--- src/sv/rjb_pkg.sv ---
// Shared types and codes for the jitter buffer slot manager.
`timescale 1ns / 1ps

package rjb_pkg;

   // slot status codes
   localparam logic [1:0] ST_FREE    = 2'd0;
   localparam logic [1:0] ST_OK      = 2'd1;
   localparam logic [1:0] ST_MISSING = 2'd2;

   // arrival rating codes
   localparam logic [2:0] RT_START    = 3'd0;
   localparam logic [2:0] RT_DUP      = 3'd1;
   localparam logic [2:0] RT_EXPECTED = 3'd2;
   localparam logic [2:0] RT_EARLY    = 3'd3;
   localparam logic [2:0] RT_LATE     = 3'd4;

   typedef enum logic [3:0] {
      OP_NONE,
      OP_CAPTURE,
      OP_CLEAR,
      OP_MOD_SEQ,
      OP_MOD_FRONT,
      OP_MOD_WALK,
      OP_RD_SEQ,
      OP_RD_FRONT,
      OP_LATCH_SEQ,
      OP_EVAL,
      OP_POINTERS,
      OP_WALK_INIT,
      OP_WALK,
      OP_COMMIT,
      OP_TAKE,
      OP_LOAD_OUT
   } dp_op_type;

   typedef struct packed {
      logic mod_done;
      logic take;
      logic ready;
      logic dup;
      logic flush;
      logic walk_zero;
      logic walk_last;
      logic clear_last;
   } dp_status_type;

   typedef struct packed {
      logic [1:0]  status;
      logic [15:0] seq;
   } slot_entry_type;

endpackage

--- src/sv/rjb_mod.sv ---
// Pipelined sequence-number to slot reduction (value modulo CAPACITY).
`timescale 1ns / 1ps

module rjb_mod #(
   parameter int CAPACITY = 256
) (
   input  logic                        clock,
   input  logic                        reset,
   input  logic                        start,
   input  logic [15:0]                 value,
   output logic                        done,
   output logic [$clog2(CAPACITY)-1:0] slot
);

   localparam int SW = $clog2(CAPACITY);
   localparam int RW = SW + 1;
   // floor(2^32 / CAPACITY): quotient estimate is low by at most one
   localparam logic [31:0]   RECIP = 32'((64'd1 << 32) / CAPACITY);
   localparam logic [15:0]   CAP16 = 16'(CAPACITY);
   localparam logic [RW-1:0] CAP_R = RW'(CAPACITY);

   logic          v1_ff, v2_ff, v3_ff;
   logic [47:0]   prod_ff;
   logic [15:0]   val1_ff, val2_ff, qc_ff;
   logic [RW-1:0] rem_ff;
   logic [15:0]   diff;
   logic [RW-1:0] rem_sub;

   always_ff @(posedge clock) begin
      if (reset) begin
         v1_ff <= 1'b0;
         v2_ff <= 1'b0;
         v3_ff <= 1'b0;
      end else begin
         v1_ff <= start;
         v2_ff <= v1_ff;
         v3_ff <= v2_ff;
      end
   end

   assign diff = val2_ff - qc_ff;

   always_ff @(posedge clock) begin
      prod_ff <= 48'(value) * 48'(RECIP);
      val1_ff <= value;
      qc_ff   <= prod_ff[47:32] * CAP16;
      val2_ff <= val1_ff;
      rem_ff  <= diff[RW-1:0];
   end

   assign rem_sub = rem_ff - CAP_R;
   assign slot    = (rem_ff >= CAP_R) ? rem_sub[SW-1:0] : rem_ff[SW-1:0];
   assign done    = v3_ff;

endmodule

--- src/sv/rjb_dp.sv ---
// Datapath: slot memory, pointers, rating logic and result registers.
`timescale 1ns / 1ps

module rjb_dp #(
   parameter int CAPACITY = 256
) (
   input  logic                  clock,
   input  logic                  reset,
   input  rjb_pkg::dp_op_type    op,
   input  logic                  req_action,
   input  logic [15:0]           req_seq_number,
   input  logic [6:0]            desired_fill,
   output rjb_pkg::dp_status_type status,
   output logic                  rsp_accepted,
   output logic [2:0]            rsp_rating,
   output logic                  rsp_flushed,
   output logic                  rsp_take_valid,
   output logic                  rsp_take_missing,
   output logic [7:0]            rsp_slot_index,
   output logic [15:0]           rsp_seq_out,
   output logic                  rsp_ready_res
);

   localparam int SW       = $clog2(CAPACITY);
   // a walk that wraps past 0xFFFF revisits slots unless CAPACITY divides 2^16
   localparam int WALK_MAX = ((65536 % CAPACITY) == 0) ? CAPACITY : 2 * CAPACITY;
   localparam int CW       = $clog2(WALK_MAX + 1);
   localparam logic [SW-1:0] LAST_SLOT = SW'(CAPACITY - 1);
   localparam logic [15:0]   CAP_M1    = 16'(CAPACITY - 1);
   localparam logic [15:0]   WALK16    = 16'(WALK_MAX);
   localparam logic [CW-1:0] WALK_CNT  = CW'(WALK_MAX);

   rjb_pkg::slot_entry_type slot_mem [CAPACITY];
   rjb_pkg::slot_entry_type rd_data_ff;
   rjb_pkg::slot_entry_type wr_data;
   logic [SW-1:0]           wr_addr;
   logic                    wr_en, rd_en;

   // pointers and flags
   logic [15:0]   front_ff, end_ff;
   logic          ready_ff;
   logic [SW-1:0] clr_ptr_ff;

   // per-item working registers
   logic          action_ff;
   logic [15:0]   seq_ff;
   logic [SW-1:0] sslot_ff, fslot_ff, walk_slot_ff;
   logic [1:0]    st_s_ff;
   logic [15:0]   sq_s_ff;
   logic          dup_ff, flush_ff, late_ff, restart_ff;
   logic [CW-1:0] walk_cnt_ff;
   logic [15:0]   walk_seq_ff;

   logic          res_accepted_ff, res_flushed_ff, res_tvalid_ff, res_tmissing_ff;
   logic [2:0]    res_rating_ff;
   logic [7:0]    res_sidx_ff;
   logic [15:0]   res_sout_ff;

   logic          rsp_accepted_ff, rsp_flushed_ff, rsp_tvalid_ff, rsp_tmissing_ff;
   logic          rsp_ready_ff;
   logic [2:0]    rsp_rating_ff;
   logic [7:0]    rsp_sidx_ff;
   logic [15:0]   rsp_sout_ff;

   // slot reduction unit
   logic          mod_start, mod_done;
   logic [15:0]   mod_value;
   logic [SW-1:0] mod_slot;

   rjb_mod #(.CAPACITY(CAPACITY)) u_mod (
      .clock (clock),
      .reset (reset),
      .start (mod_start),
      .value (mod_value),
      .done  (mod_done),
      .slot  (mod_slot)
   );

   assign mod_start = (op == rjb_pkg::OP_MOD_SEQ) || (op == rjb_pkg::OP_MOD_FRONT) ||
                      (op == rjb_pkg::OP_MOD_WALK);

   always_comb begin
      priority if (op == rjb_pkg::OP_MOD_FRONT) mod_value = front_ff;
      else if (op == rjb_pkg::OP_MOD_WALK)      mod_value = walk_seq_ff;
      else                                      mod_value = seq_ff;
   end

   // rating and flush decision
   logic [15:0]        seq_diff;
   logic signed [16:0] dist_s, df_s;
   logic               is_dup, front_free, far;
   logic [2:0]         rating_calc;

   assign seq_diff   = seq_ff - end_ff;
   assign dist_s     = signed'({seq_diff[15], seq_diff});
   assign df_s       = signed'({10'd0, desired_fill});
   assign is_dup     = (sq_s_ff == seq_ff) && (st_s_ff == rjb_pkg::ST_OK);
   assign front_free = (rd_data_ff.status == rjb_pkg::ST_FREE);
   assign far        = (dist_s >= df_s) || (dist_s <= -df_s);

   always_comb begin
      priority if (front_free)                        rating_calc = rjb_pkg::RT_START;
      else if ((dist_s > 17'sd0) && (dist_s < df_s))  rating_calc = rjb_pkg::RT_EARLY;
      else if (seq_diff == 16'd0)                     rating_calc = rjb_pkg::RT_EXPECTED;
      else if ((sq_s_ff == seq_ff) && (st_s_ff == rjb_pkg::ST_MISSING))
                                                      rating_calc = rjb_pkg::RT_LATE;
      else                                            rating_calc = rjb_pkg::RT_START;
   end

   // pointer update and gap walk setup
   logic [15:0]   fill_old, end_base, gap, walk_start, end_new, fill_new, df16;
   logic [CW-1:0] walk_cnt_calc;

   assign df16     = {9'd0, desired_fill};
   assign fill_old = end_ff - front_ff - 16'd1;
   assign end_base = restart_ff ? seq_ff : end_ff;
   assign gap      = seq_ff - end_base;

   // earlier skipped numbers would be overwritten in the ring anyway
   always_comb begin
      priority if (late_ff)  walk_cnt_calc = '0;
      else if (gap > WALK16) walk_cnt_calc = WALK_CNT;
      else                   walk_cnt_calc = gap[CW-1:0];
   end

   assign walk_start = seq_ff - 16'(walk_cnt_calc);
   assign end_new    = late_ff ? end_ff : seq_ff + 16'd1;
   assign fill_new   = end_new - front_ff - 16'd1;

   logic [15:0] sslot_wide, fslot_wide;
   assign sslot_wide = 16'(sslot_ff);
   assign fslot_wide = 16'(fslot_ff);

   // memory ports
   always_comb begin
      wr_en   = 1'b0;
      wr_addr = clr_ptr_ff;
      wr_data = '{status: rjb_pkg::ST_FREE, seq: 16'd0};
      unique case (op)
         rjb_pkg::OP_CLEAR: begin
            wr_en = 1'b1;
         end
         rjb_pkg::OP_WALK: begin
            wr_en   = 1'b1;
            wr_addr = walk_slot_ff;
            wr_data = '{status: rjb_pkg::ST_MISSING, seq: walk_seq_ff};
         end
         rjb_pkg::OP_COMMIT: begin
            wr_en   = 1'b1;
            wr_addr = sslot_ff;
            wr_data = '{status: rjb_pkg::ST_OK, seq: seq_ff};
         end
         rjb_pkg::OP_TAKE: begin
            wr_en   = !front_free;
            wr_addr = fslot_ff;
            wr_data = '{status: rjb_pkg::ST_FREE, seq: rd_data_ff.seq};
         end
         default: begin
         end
      endcase
   end

   assign rd_en = (op == rjb_pkg::OP_RD_SEQ) || (op == rjb_pkg::OP_RD_FRONT);

   always_ff @(posedge clock) begin
      if (wr_en) begin
         slot_mem[wr_addr] <= wr_data;
      end
      if (rd_en) begin
         rd_data_ff <= slot_mem[mod_slot];
      end
   end

   // pointers, ready flag and clear sweep
   always_ff @(posedge clock) begin
      if (reset) begin
         front_ff   <= 16'd0;
         end_ff     <= 16'd0;
         ready_ff   <= 1'b0;
         clr_ptr_ff <= '0;
      end else begin
         unique case (op)
            rjb_pkg::OP_CLEAR: begin
               clr_ptr_ff <= (clr_ptr_ff == LAST_SLOT) ? '0 : clr_ptr_ff + 1'b1;
            end
            rjb_pkg::OP_EVAL: begin
               if (!is_dup && far) ready_ff <= 1'b0;
            end
            rjb_pkg::OP_POINTERS: begin
               if (restart_ff) begin
                  front_ff <= seq_ff;
                  end_ff   <= seq_ff;
               end else if (fill_old >= CAP_M1) begin
                  front_ff <= end_ff - df16;
               end
            end
            rjb_pkg::OP_COMMIT: begin
               end_ff <= end_new;
               if (fill_new >= df16) ready_ff <= 1'b1;
            end
            rjb_pkg::OP_TAKE: begin
               front_ff <= front_ff + 16'd1;
            end
            default: begin
            end
         endcase
      end
   end

   // per-item registers
   always_ff @(posedge clock) begin
      unique case (op)
         rjb_pkg::OP_CAPTURE: begin
            action_ff       <= req_action;
            seq_ff          <= req_seq_number;
            res_accepted_ff <= 1'b0;
            res_rating_ff   <= rjb_pkg::RT_START;
            res_flushed_ff  <= 1'b0;
            res_tvalid_ff   <= 1'b0;
            res_tmissing_ff <= 1'b0;
            res_sidx_ff     <= 8'd0;
            res_sout_ff     <= 16'd0;
         end
         rjb_pkg::OP_RD_SEQ: begin
            sslot_ff <= mod_slot;
         end
         rjb_pkg::OP_RD_FRONT: begin
            fslot_ff <= mod_slot;
         end
         rjb_pkg::OP_LATCH_SEQ: begin
            st_s_ff <= rd_data_ff.status;
            sq_s_ff <= rd_data_ff.seq;
         end
         rjb_pkg::OP_EVAL: begin
            dup_ff          <= is_dup;
            flush_ff        <= !is_dup && far;
            late_ff         <= !is_dup && (rating_calc == rjb_pkg::RT_LATE);
            restart_ff      <= far || front_free;
            res_accepted_ff <= !is_dup;
            res_rating_ff   <= is_dup ? rjb_pkg::RT_DUP : rating_calc;
            res_flushed_ff  <= !is_dup && far;
            res_sidx_ff     <= sslot_wide[7:0];
            res_sout_ff     <= seq_ff;
         end
         rjb_pkg::OP_POINTERS: begin
            walk_cnt_ff <= walk_cnt_calc;
            walk_seq_ff <= walk_start;
         end
         rjb_pkg::OP_WALK_INIT: begin
            walk_slot_ff <= mod_slot;
         end
         rjb_pkg::OP_WALK: begin
            walk_seq_ff  <= walk_seq_ff + 16'd1;
            // sequence 0 after 0xFFFF always lands in slot 0
            walk_slot_ff <= ((walk_slot_ff == LAST_SLOT) || (walk_seq_ff == 16'hFFFF)) ?
                            '0 : walk_slot_ff + 1'b1;
            walk_cnt_ff  <= walk_cnt_ff - 1'b1;
         end
         rjb_pkg::OP_TAKE: begin
            if (!front_free) begin
               res_tvalid_ff   <= 1'b1;
               res_tmissing_ff <= (rd_data_ff.status == rjb_pkg::ST_MISSING);
               res_sidx_ff     <= fslot_wide[7:0];
               res_sout_ff     <= rd_data_ff.seq;
            end
         end
         rjb_pkg::OP_LOAD_OUT: begin
            rsp_accepted_ff <= res_accepted_ff;
            rsp_rating_ff   <= res_rating_ff;
            rsp_flushed_ff  <= res_flushed_ff;
            rsp_tvalid_ff   <= res_tvalid_ff;
            rsp_tmissing_ff <= res_tmissing_ff;
            rsp_sidx_ff     <= res_sidx_ff;
            rsp_sout_ff     <= res_sout_ff;
            rsp_ready_ff    <= ready_ff;
         end
         default: begin
         end
      endcase
   end

   assign status.mod_done   = mod_done;
   assign status.take       = action_ff;
   assign status.ready      = ready_ff;
   assign status.dup        = dup_ff;
   assign status.flush      = flush_ff;
   assign status.walk_zero  = (walk_cnt_ff == '0);
   assign status.walk_last  = (walk_cnt_ff == CW'(1));
   assign status.clear_last = (clr_ptr_ff == LAST_SLOT);

   assign rsp_accepted     = rsp_accepted_ff;
   assign rsp_rating       = rsp_rating_ff;
   assign rsp_flushed      = rsp_flushed_ff;
   assign rsp_take_valid   = rsp_tvalid_ff;
   assign rsp_take_missing = rsp_tmissing_ff;
   assign rsp_slot_index   = rsp_sidx_ff;
   assign rsp_seq_out      = rsp_sout_ff;
   assign rsp_ready_res    = rsp_ready_ff;

endmodule

--- src/sv/rjb_ctrl.sv ---
// Controller: sequences clear sweeps, arrivals and takes over the datapath.
`timescale 1ns / 1ps

module rjb_ctrl (
   input  logic                  clock,
   input  logic                  reset,
   input  logic                  req_valid,
   output logic                  req_ready,
   output logic                  rsp_valid,
   input  logic                  rsp_ready,
   input  rjb_pkg::dp_status_type status,
   output rjb_pkg::dp_op_type    op
);

   typedef enum logic [4:0] {
      S_CLEAR,
      S_IDLE,
      S_START,
      S_MOD_SEQ,
      S_WAIT_SEQ,
      S_LATCH_SEQ,
      S_MOD_FRONT,
      S_WAIT_FRONT,
      S_EVAL,
      S_DECIDE,
      S_FLUSH,
      S_POINTERS,
      S_ROUTE,
      S_MOD_WALK,
      S_WAIT_WALK,
      S_WALK,
      S_COMMIT,
      S_TAKE,
      S_FINISH
   } state_type;

   state_type state_ff, state_in;
   logic      rsp_valid_ff;
   logic      load_out;

   always_comb begin
      state_in = state_ff;
      op       = rjb_pkg::OP_NONE;
      load_out = 1'b0;
      unique case (state_ff)
         S_CLEAR: begin
            op = rjb_pkg::OP_CLEAR;
            if (status.clear_last) state_in = S_IDLE;
         end
         S_IDLE: begin
            if (req_valid) begin
               op       = rjb_pkg::OP_CAPTURE;
               state_in = S_START;
            end
         end
         S_START: begin
            priority if (!status.take) state_in = S_MOD_SEQ;
            else if (status.ready)     state_in = S_MOD_FRONT;
            else                       state_in = S_FINISH;
         end
         S_MOD_SEQ: begin
            op       = rjb_pkg::OP_MOD_SEQ;
            state_in = S_WAIT_SEQ;
         end
         S_WAIT_SEQ: begin
            if (status.mod_done) begin
               op       = rjb_pkg::OP_RD_SEQ;
               state_in = S_LATCH_SEQ;
            end
         end
         S_LATCH_SEQ: begin
            op       = rjb_pkg::OP_LATCH_SEQ;
            state_in = S_MOD_FRONT;
         end
         S_MOD_FRONT: begin
            op       = rjb_pkg::OP_MOD_FRONT;
            state_in = S_WAIT_FRONT;
         end
         S_WAIT_FRONT: begin
            if (status.mod_done) begin
               op       = rjb_pkg::OP_RD_FRONT;
               state_in = status.take ? S_TAKE : S_EVAL;
            end
         end
         S_EVAL: begin
            op       = rjb_pkg::OP_EVAL;
            state_in = S_DECIDE;
         end
         S_DECIDE: begin
            priority if (status.dup) state_in = S_FINISH;
            else if (status.flush)   state_in = S_FLUSH;
            else                     state_in = S_POINTERS;
         end
         S_FLUSH: begin
            op = rjb_pkg::OP_CLEAR;
            if (status.clear_last) state_in = S_POINTERS;
         end
         S_POINTERS: begin
            op       = rjb_pkg::OP_POINTERS;
            state_in = S_ROUTE;
         end
         S_ROUTE: begin
            state_in = status.walk_zero ? S_COMMIT : S_MOD_WALK;
         end
         S_MOD_WALK: begin
            op       = rjb_pkg::OP_MOD_WALK;
            state_in = S_WAIT_WALK;
         end
         S_WAIT_WALK: begin
            if (status.mod_done) begin
               op       = rjb_pkg::OP_WALK_INIT;
               state_in = S_WALK;
            end
         end
         S_WALK: begin
            op = rjb_pkg::OP_WALK;
            if (status.walk_last) state_in = S_COMMIT;
         end
         S_COMMIT: begin
            op       = rjb_pkg::OP_COMMIT;
            state_in = S_FINISH;
         end
         S_TAKE: begin
            op       = rjb_pkg::OP_TAKE;
            state_in = S_FINISH;
         end
         S_FINISH: begin
            // wait for the output register to drain
            if (!rsp_valid_ff || rsp_ready) begin
               op       = rjb_pkg::OP_LOAD_OUT;
               load_out = 1'b1;
               state_in = S_IDLE;
            end
         end
         default: begin
            state_in = S_IDLE;
         end
      endcase
   end

   always_ff @(posedge clock) begin
      if (reset) begin
         state_ff     <= S_CLEAR;
         rsp_valid_ff <= 1'b0;
      end else begin
         state_ff <= state_in;
         if (load_out) begin
            rsp_valid_ff <= 1'b1;
         end else if (rsp_ready) begin
            rsp_valid_ff <= 1'b0;
         end
      end
   end

   assign req_ready = (state_ff == S_IDLE);
   assign rsp_valid = rsp_valid_ff;

endmodule

--- src/sv/rtp_jitter_buffer_slot_manager.sv ---
// Top level: register port, controller and datapath of the slot manager.
// Arrival: a gap marks the skipped numbers missing (at most CAPACITY, twice that if CAPACITY
//   does not divide 65536), and a flush first clears every slot.
// One item at a time: the next is accepted in the cycle after its result loads, which waits
//   while the previous result is held; 3-stage slot reduction.
// Reset: synchronous; a clearing pass frees every slot, no item accepted meanwhile.
`timescale 1ns / 1ps

module rtp_jitter_buffer_slot_manager #(
   parameter int CAPACITY = 256
) (
   input  logic        clock,
   input  logic        reset,
   // request channel
   input  logic        req_valid,
   output logic        req_ready,
   input  logic        req_action,
   input  logic [15:0] req_seq_number,
   // result channel
   output logic        rsp_valid,
   input  logic        rsp_ready,
   output logic        rsp_accepted,
   output logic [2:0]  rsp_rating,
   output logic        rsp_flushed,
   output logic        rsp_take_valid,
   output logic        rsp_take_missing,
   output logic [7:0]  rsp_slot_index,
   output logic [15:0] rsp_seq_out,
   output logic        rsp_ready_res,
   // register port
   input  logic        psel,
   input  logic        penable,
   input  logic        pwrite,
   input  logic [2:0]  paddr,
   input  logic [31:0] pwdata,
   output logic [31:0] prdata,
   output logic        pready
);

   localparam logic [6:0] FILL_RESET = 7'd64;

   logic [6:0]             desired_fill_ff;
   rjb_pkg::dp_op_type     op;
   rjb_pkg::dp_status_type status;

   // one register, mirrored at addresses 0 to 3; paddr[2] set is past the end
   always_ff @(posedge clock) begin
      if (reset) begin
         desired_fill_ff <= FILL_RESET;
      end else if (psel && penable && pwrite && !paddr[2]) begin
         desired_fill_ff <= pwdata[6:0];
      end
   end

   assign prdata = paddr[2] ? 32'd0 : {25'd0, desired_fill_ff};
   assign pready = 1'b1;

   rjb_ctrl u_ctrl (
      .clock     (clock),
      .reset     (reset),
      .req_valid (req_valid),
      .req_ready (req_ready),
      .rsp_valid (rsp_valid),
      .rsp_ready (rsp_ready),
      .status    (status),
      .op        (op)
   );

   rjb_dp #(.CAPACITY(CAPACITY)) u_dp (
      .clock            (clock),
      .reset            (reset),
      .op               (op),
      .req_action       (req_action),
      .req_seq_number   (req_seq_number),
      .desired_fill     (desired_fill_ff),
      .status           (status),
      .rsp_accepted     (rsp_accepted),
      .rsp_rating       (rsp_rating),
      .rsp_flushed      (rsp_flushed),
      .rsp_take_valid   (rsp_take_valid),
      .rsp_take_missing (rsp_take_missing),
      .rsp_slot_index   (rsp_slot_index),
      .rsp_seq_out      (rsp_seq_out),
      .rsp_ready_res    (rsp_ready_res)
   );

endmodule

--- config.mk ---
export PLATFORM = sky130hd
export DESIGN_NAME = rtp_jitter_buffer_slot_manager
export DESIGN_NICKNAME = d
export VERILOG_FILES = /design/src/sv/rjb_pkg.sv /design/src/sv/rjb_mod.sv /design/src/sv/rjb_dp.sv /design/src/sv/rjb_ctrl.sv /design/src/sv/rtp_jitter_buffer_slot_manager.sv
export SDC_FILE = /design/constraint.sdc
export NUM_CORES = 2
export LEC_CHECK = 0
export BUFFER_PORTS_ARGS = -buffer_cell sky130_fd_sc_hd__buf_2
export CAP_MARGIN = 40
export CELL_PAD_IN_SITES_DETAIL_PLACEMENT = 0
export CELL_PAD_IN_SITES_GLOBAL_PLACEMENT = 1
export CORE_MARGIN = 2
export CORE_UTILIZATION = 25
export CTS_BUF_LIST = sky130_fd_sc_hd__clkbuf_16
export DETAILED_ROUTE_END_ITERATION = 12
export HOLD_SLACK_MARGIN = 0.03
export PLACE_DENSITY = 0.47
export SETUP_SLACK_MARGIN = 0.3
export SYNTH_ARGS = -nofsm -noshare
export SYNTH_HDL_FRONTEND = slang
export SYNTH_MEMORY_MAX_BITS = 65536
export SYNTH_SLANG_ARGS = --single-unit
export TNS_END_PERCENT = 1
--- constraint.sdc ---
create_clock -name clock -period 13.6 [get_ports clock]
set_clock_uncertainty 0.15 [all_clocks]
set_input_delay 2.72 -clock clock [delete_from_list [all_inputs] [get_ports clock]]
set_output_delay 2.72 -clock clock [all_outputs]
set_load 0.005 [all_outputs]
### After elaboration in Yosys (flattened, before gate mapping)

Memory sizes are Yosys's and may differ from the RTL's. A register that Yosys moved wholly into a read port is not among the register bits.
Index checks and enable logic that the tools add are counted.

* flip-flop bits (word level): 236
* bits in latches: 0
* RAM bits: 4608
* memory bits (read-only): 0
* bits of input ports: 59
* output and inout bits: 67
* logic and storage cells: 228
* memories: 1

Memories
* u_dp.slot_mem: words 256, width 18, read ports 1, clocked after Yosys merged registers in 1, write ports 1, RTL line rjb_dp.sv:33 `rjb_pkg::slot_entry_type slot_mem [CAPACITY];`

* $add $sub $neg: 17
* $mul: 0
* div/mod/pow operators: 0
* $lt $le $gt $ge: 8
* equal/unequal tests: 54
* shifts and indexed selects: 0
* muxes and demuxes: 66
* bitwise logic cells: 0
* reduce and logical (&&, ||, !) cells: 40

Operator list (number)
* $pmux W16 S2: 3
* $pmux W5 S18: 1
* $mux W16: 5
* $mux W5: 13
* $sub A16 B16 Y16: 4
* $pmux W4 S15: 1
* $pmux W18 S3: 1
* $add A16 B1 Y16 const B: 3
* $pmux W16 S3: 1
* $pmux W8 S3: 2
* $eq A5 B4 Y1 const B: 8
* $mux W9: 4
* $eq A4 B4 Y1 const B: 8
* $mux W8: 4
* $sub A16 B1 Y16 const B: 2
* $mux W3: 7
* $eq A5 B3 Y1 const B: 4
* $pmux W9 S2: 1
* $le A16 B17 Y1: 1
* $neg A7 Y17: 1
* $add A8 B1 Y8 const B: 2
* $eq A16 B16 Y1: 1
* $eq A16 B16 Y1 const B: 1
* $eq A4 B3 Y1 const B: 4
* 45 further kinds: 103

### Longest topological paths before layout

* word-level depth: 9
* depth in mapped cells: 28

### By module

Synthesis repeated with hierarchy kept, for this count alone.

* cells, all modules: 8608
* area total of the unflattened synthesis: 192215.6 µm²

Modules (own cells, without submodules)
* rjb_dp: instances 1, cells an instance 8404, area each 190325.0 µm², sequential area each 144268.4 µm²
* rjb_ctrl: instances 1, cells an instance 108, area each 749.5 µm², sequential area each 120.1 µm²
* rtp_jitter_buffer_slot_manager: instances 1, cells an instance 66, area each 581.8 µm², sequential area each 140.1 µm²
* rjb_mod: instances 1, cells an instance 30, area each 559.3 µm², sequential area each 540.5 µm²

### Least setup slack after synthesis

No wires, ideal clock.

* path type: flip-flop to flip-flop
* from: register u_ctrl.state_ff[2]
* to: memory u_dp.slot_mem[0][10] in the netlist's numbering, data pin
* setup time: 0.760 ns
* arrival: 9.078 ns
* data required time: 12.690 ns
* slack: 3.612 ns
* stages on the path, launching flop included: 9
* cells stage by stage: dfxtp_1 -> buf_2 -> nor2_2 -> nand2_1 -> nor3_1 -> clkbuf_1 -> buf_1 -> a222oi_1 -> inv_1

RTL lines
* start: declaration: RTL line rjb_ctrl.sv:37 `state_type state_ff, state_in;`
* start signal: assignment: RTL line rjb_ctrl.sv:146 `state_ff <= state_in;`
* end: declaration: RTL line rjb_dp.sv:33

### Worst setup path in the final report

* from: register u_ctrl.state_ff[0]
* to: memory u_dp.slot_mem[111][12] in the netlist's numbering, enable pin

* word-level cells in the longest chain between the ends: 8
* elaborated cells between the ends (all ways): 27
* classes of those cells: eq/ne: 19; mux: 5; reduce/logical: 3

Ends and longest elaborated chain
* $eq A5 B4 Y1 / $logic_not A5 Y1 (equally long branches): RTL line rjb_ctrl.sv:45 `unique case (state_ff)`
* $reduce_or A2 Y1 (no line)
* $pmux W4 S15 *: RTL line rjb_ctrl.sv:45
* $eq A4 B2 Y1 / $eq A4 B4 Y1 (equally long branches): RTL line rjb_dp.sv:139 `unique case (op)`
* $reduce_or A3 Y1 (no line)
* $pmux W1 S2: RTL line rjb_dp.sv:139
* $mux W1: RTL line rjb_dp.sv:166 `if (wr_en) begin`
* $mux W1 (not written as such): RTL line rjb_dp.sv:167 `slot_mem[wr_addr] <= wr_data;`

Every way passes the cells marked *; elsewhere a longest branch is shown, timed or not.

==> impl_metrics.csv <==
group,metric,value,unit
outcome,status,"finished, final reports clean",
setup_path,arrival,8.53,ns
sta,layout_min_cycle_time,8.03,ns
final_layout,areaGrowthSynthToFinish,18.4,%
sta,worst_pin_slew,1.22,ns
clocking,cts-buffers-inserted,550,
logic_synthesis,ys_ff_latch,4858,
die,initial_core_util,0.250,
route,drtPass1Iterations,7,
logic_synthesis,synth.area.top_cells,"edfxtp_1 (75%), mux4_2 (18%), dfxtp_1 (0.84%), nor2_1 (0.81%), ha_1 (0.76%)",
clocking,ctsHtreeMaxLevel,6,
clocking,cts_tree,"done",
logic_synthesis,seq_area_frac_synth,0.755,
setup_path,worstSetupEndpointType,"flip-flop",
placement,gp_congestion,0.780,
clocking,cts_setup_buffers,0,
logic_synthesis,synthFlopType,"edfxtp_1",
logic_synthesis,yosysMostFrequentCell,"edfxtp_1",
final_layout,fin_nets,9397,
route,wire_per_inst,27.8,µm
global_routing,grt_remaining_overflow,0,
logic_synthesis,syn-cell-area,0.192,mm²
placement,place_inst,18862,
logic_synthesis,yosysWarnings,0,
sta,max_slew_margin,0.188,
final_layout,register_area,0.145,mm²
setup_path,worst-path-buf-inv,5,
logic_synthesis,async_reset_ff_frac,0,
final_layout,fin_cells,19897,
logic_synthesis,ys_types,75,
route,drt_iter0_markers,9716,
logic_synthesis,syn_avg_cell_area,22.3,µm²
logic_synthesis,syn_inst,8609,
sta,fmax,125,MHz
setup_path,cp_max_fo,129,
die,core_area,0.767,mm²
logic_synthesis,synth_edf_count,4777,
sta,slew_violations,0,
sta,hold-worst-slack,0.160,ns
setup_path,cp.required,14.10,ns
global_routing,grt_max_degree,135,
route,drt_wl_total,553000,µm
clocking,clkTransAtPathRegs,0.06,ns
setup_path,path_common_cell,"buf_4",
clocking,cts-root-buf,"clkbuf_16",
placement,place_area,0.210,mm²
clocking,cts_hold_buf,0,
setup_path,critPathKind,"reg2reg",
final_layout,drive_above_1_share,0.323,
sta,grt_setup_unrepaired,"no",
die,dieWidth,881,µm
die,row_count,322,
final_layout,finalInstanceArea,0.228,mm²
logic_synthesis,synth_common_cells,"edfxtp_1 (4777), mux4_2 (1530), nor2_1 (413), clkbuf_1 (301), nand2_1 (162)",
placement,dpl.hpwl,344000,µm
global_routing,grt_pass1_wl,766000,µm
die,die_area,0.776,mm²
final_layout,n_fill_cell,74058,
clocking,cts-root-to-sink-buffers,4,
setup_path,crit_chain,"nand2_1, nor2_2, buf_4, nand2_1, inv_8, buf_4, buf_16, a222oi_1, a21oi_1, and2_1, nand3_2, buf_4, nor2_4",
power,p_leak,65.6,nW
logic_synthesis,synth_top_area_frac,0.746,
clocking,clock_sinks,4858,
sta,hold_violations,0,
setup_path,cp_top_family,"simple AND/OR/NAND/NOR gates",
placement,io_buffers,72,
setup_path,slowest_stage,"nand3_2",
route,drtAntennaViolNets,0,
sta,final-setup-viol-count,0,
final_layout,multi_input_area,0.0458,mm²
setup_path,max_stage_delay,0.88,ns
route,drcViolationCount,0,
worst_hold_path,hp-class,"reg2reg",
global_routing,track_usage,0.138,
clocking,cts_resized,0,
power,peakVddDrop,0.000123,V
clocking,insertion_delay,1.07,ns
route,vias,91980,
logic_synthesis,synth_top_area_cell,"edfxtp_1",
power,powerDensity,155,mW/mm²
die,die_y,881,µm
global_routing,first_global_vias,94831,
flow_run,maxCapViolCount,0,
sta,tns,0,ns
setup_path,start_kind,"flip-flop",
sta,fin_crit_sh,0.590,
global_routing,antenna_found_initial,60,
route,avgViaCountPerCell,4.62,
die,num_io_pins,126,
==> routing by layer <==
| layer | wire (µm) | track usage | vias to the layer above |
|---|---|---|---|
| li1 | - | - | 37848 |
| met1 | 242000 | 0.192 | 50632 |
| met2 | 267000 | 0.228 | 2846 |
| met3 | 31900 | 0.0235 | 654 |
| met4 | 12100 | 0.0314 | 0 |
| met5 | 0 | 0 | - |
==> placed cells by master (no fill, tap or decap), types with 18 or more instances in the layout <==
cell	netlist	final
a221oi_1	22	22
and3_1	18	18
buf_2	104	76
ha_1	116	116
mux2i_1	36	36
buf_16	0	54
dfxtp_1	81	75
o21a_1	27	27
clkinv_1	1	124
or3_1	18	18
buf_4	33	264
nor3_1	52	49
a222oi_1	25	25
nand3_1	69	53
o21ai_0	125	125
inv_1	104	221
a211oi_1	25	25
edfxtp_1	4777	4777
nor2_4	0	59
nor2_2	1	195
xor2_1	56	56
mux4_2	1530	1530
buf_12	0	42
nor2b_1	27	26
a21o_1	26	26
a22o_1	24	24
a31oi_1	22	22
diode_2	0	30
nand2_1	162	161
buf_8	0	80
clkinv_2	0	81
nand2b_1	24	24
nand4_1	23	23
nor2_1	413	160
a21oi_1	75	75
bufinv_16	0	34
xnor2_1	59	59
clkbuf_16	0	564
conb_1	2	26
nor4_1	21	18
==> stage by stage <==
step                      setup slack [ns]  power (mW)  utilization
after floorplan                       3.61        19.5            -
after CTS                             5.59        35.7        0.296
after global placement                5.31        21.2        0.269
after global routing                  5.31        36.4        0.296
final                                 5.57        35.2        0.297
after detailed placement              5.60        21.3        0.273
==> power by group <==
group	switching, mW	internal (mW)
Combinational	2.64	1.58
Sequential	0.129	16.6
Clock	6.06	8.20
Total	8.84	26.3
==> registers in the layout, summed over array words and instances, names as in the netlist, 3 cells and up <==
| register | flops |
|---|---|
| desired_fill_ff | 7 |
| u_ctrl.state_ff | 5 |
| u_dp.clr_ptr_ff | 8 |
| u_dp.end_ff | 16 |
| u_dp.front_ff | 16 |
| u_dp.fslot_ff | 8 |
| u_dp.rd_data_ff | 18 |
| u_dp.res_rating_ff | 3 |
| u_dp.res_sidx_ff | 8 |
| u_dp.res_sout_ff | 16 |
| u_dp.rsp_rating | 3 |
| u_dp.rsp_seq_out | 16 |
| u_dp.rsp_slot_index | 8 |
| u_dp.seq_ff | 16 |
| u_dp.slot_mem | 4608 |
| u_dp.sq_s_ff | 16 |
| u_dp.sslot_ff | 8 |
| u_dp.u_mod.prod_ff | 8 |
| u_dp.u_mod.rem_ff | 8 |
| u_dp.u_mod.val2_ff | 8 |
| u_dp.walk_cnt_ff | 9 |
| u_dp.walk_seq_ff | 16 |
| u_dp.walk_slot_ff | 8 |
==> final cells by class <==
cell class,count,share of cell area
antenna,30,0.000330
multi-input combinational,3181,0.201
sequential,4858,0.638
clock buffer,564,0.0620
tap,10206,0.0561
inverter,105,0.00229
clock inverter,433,0.0144
timing repair buffer,520,0.0261
==> final timing paths <==
path	from	endpoint	slack (ns)	depth (start not counted)
max	u_ctrl.state_ff[0]	u_dp.slot_mem[111][12]	5.57	13
min	u_dp.u_mod.prod_ff[26]	u_dp.u_mod.val2_ff[2]	0.16	0
max reg2reg	u_ctrl.state_ff[0]	u_dp.slot_mem[111][12]	5.57	13
min reg2reg	u_dp.u_mod.prod_ff[26]	u_dp.u_mod.val2_ff[2]	0.16	0
==> kinds of logic (layout without fill, tap and decap cells) <==
group           after synthesis  count (layout)  share of synthesized area
buf+inv                     594            1622                     0.0130
compound gates              462             462                     0.0162
fa+ha+maj                   122             122                    0.00818
xor+xnor                    115             115                    0.00524
mux                        1579            1579                      0.182
other cells                   2              56                  0.0000391
flops                      4858            4858                      0.755
simple gates                877             877                     0.0206
Power figures use the tool's default switching activity.
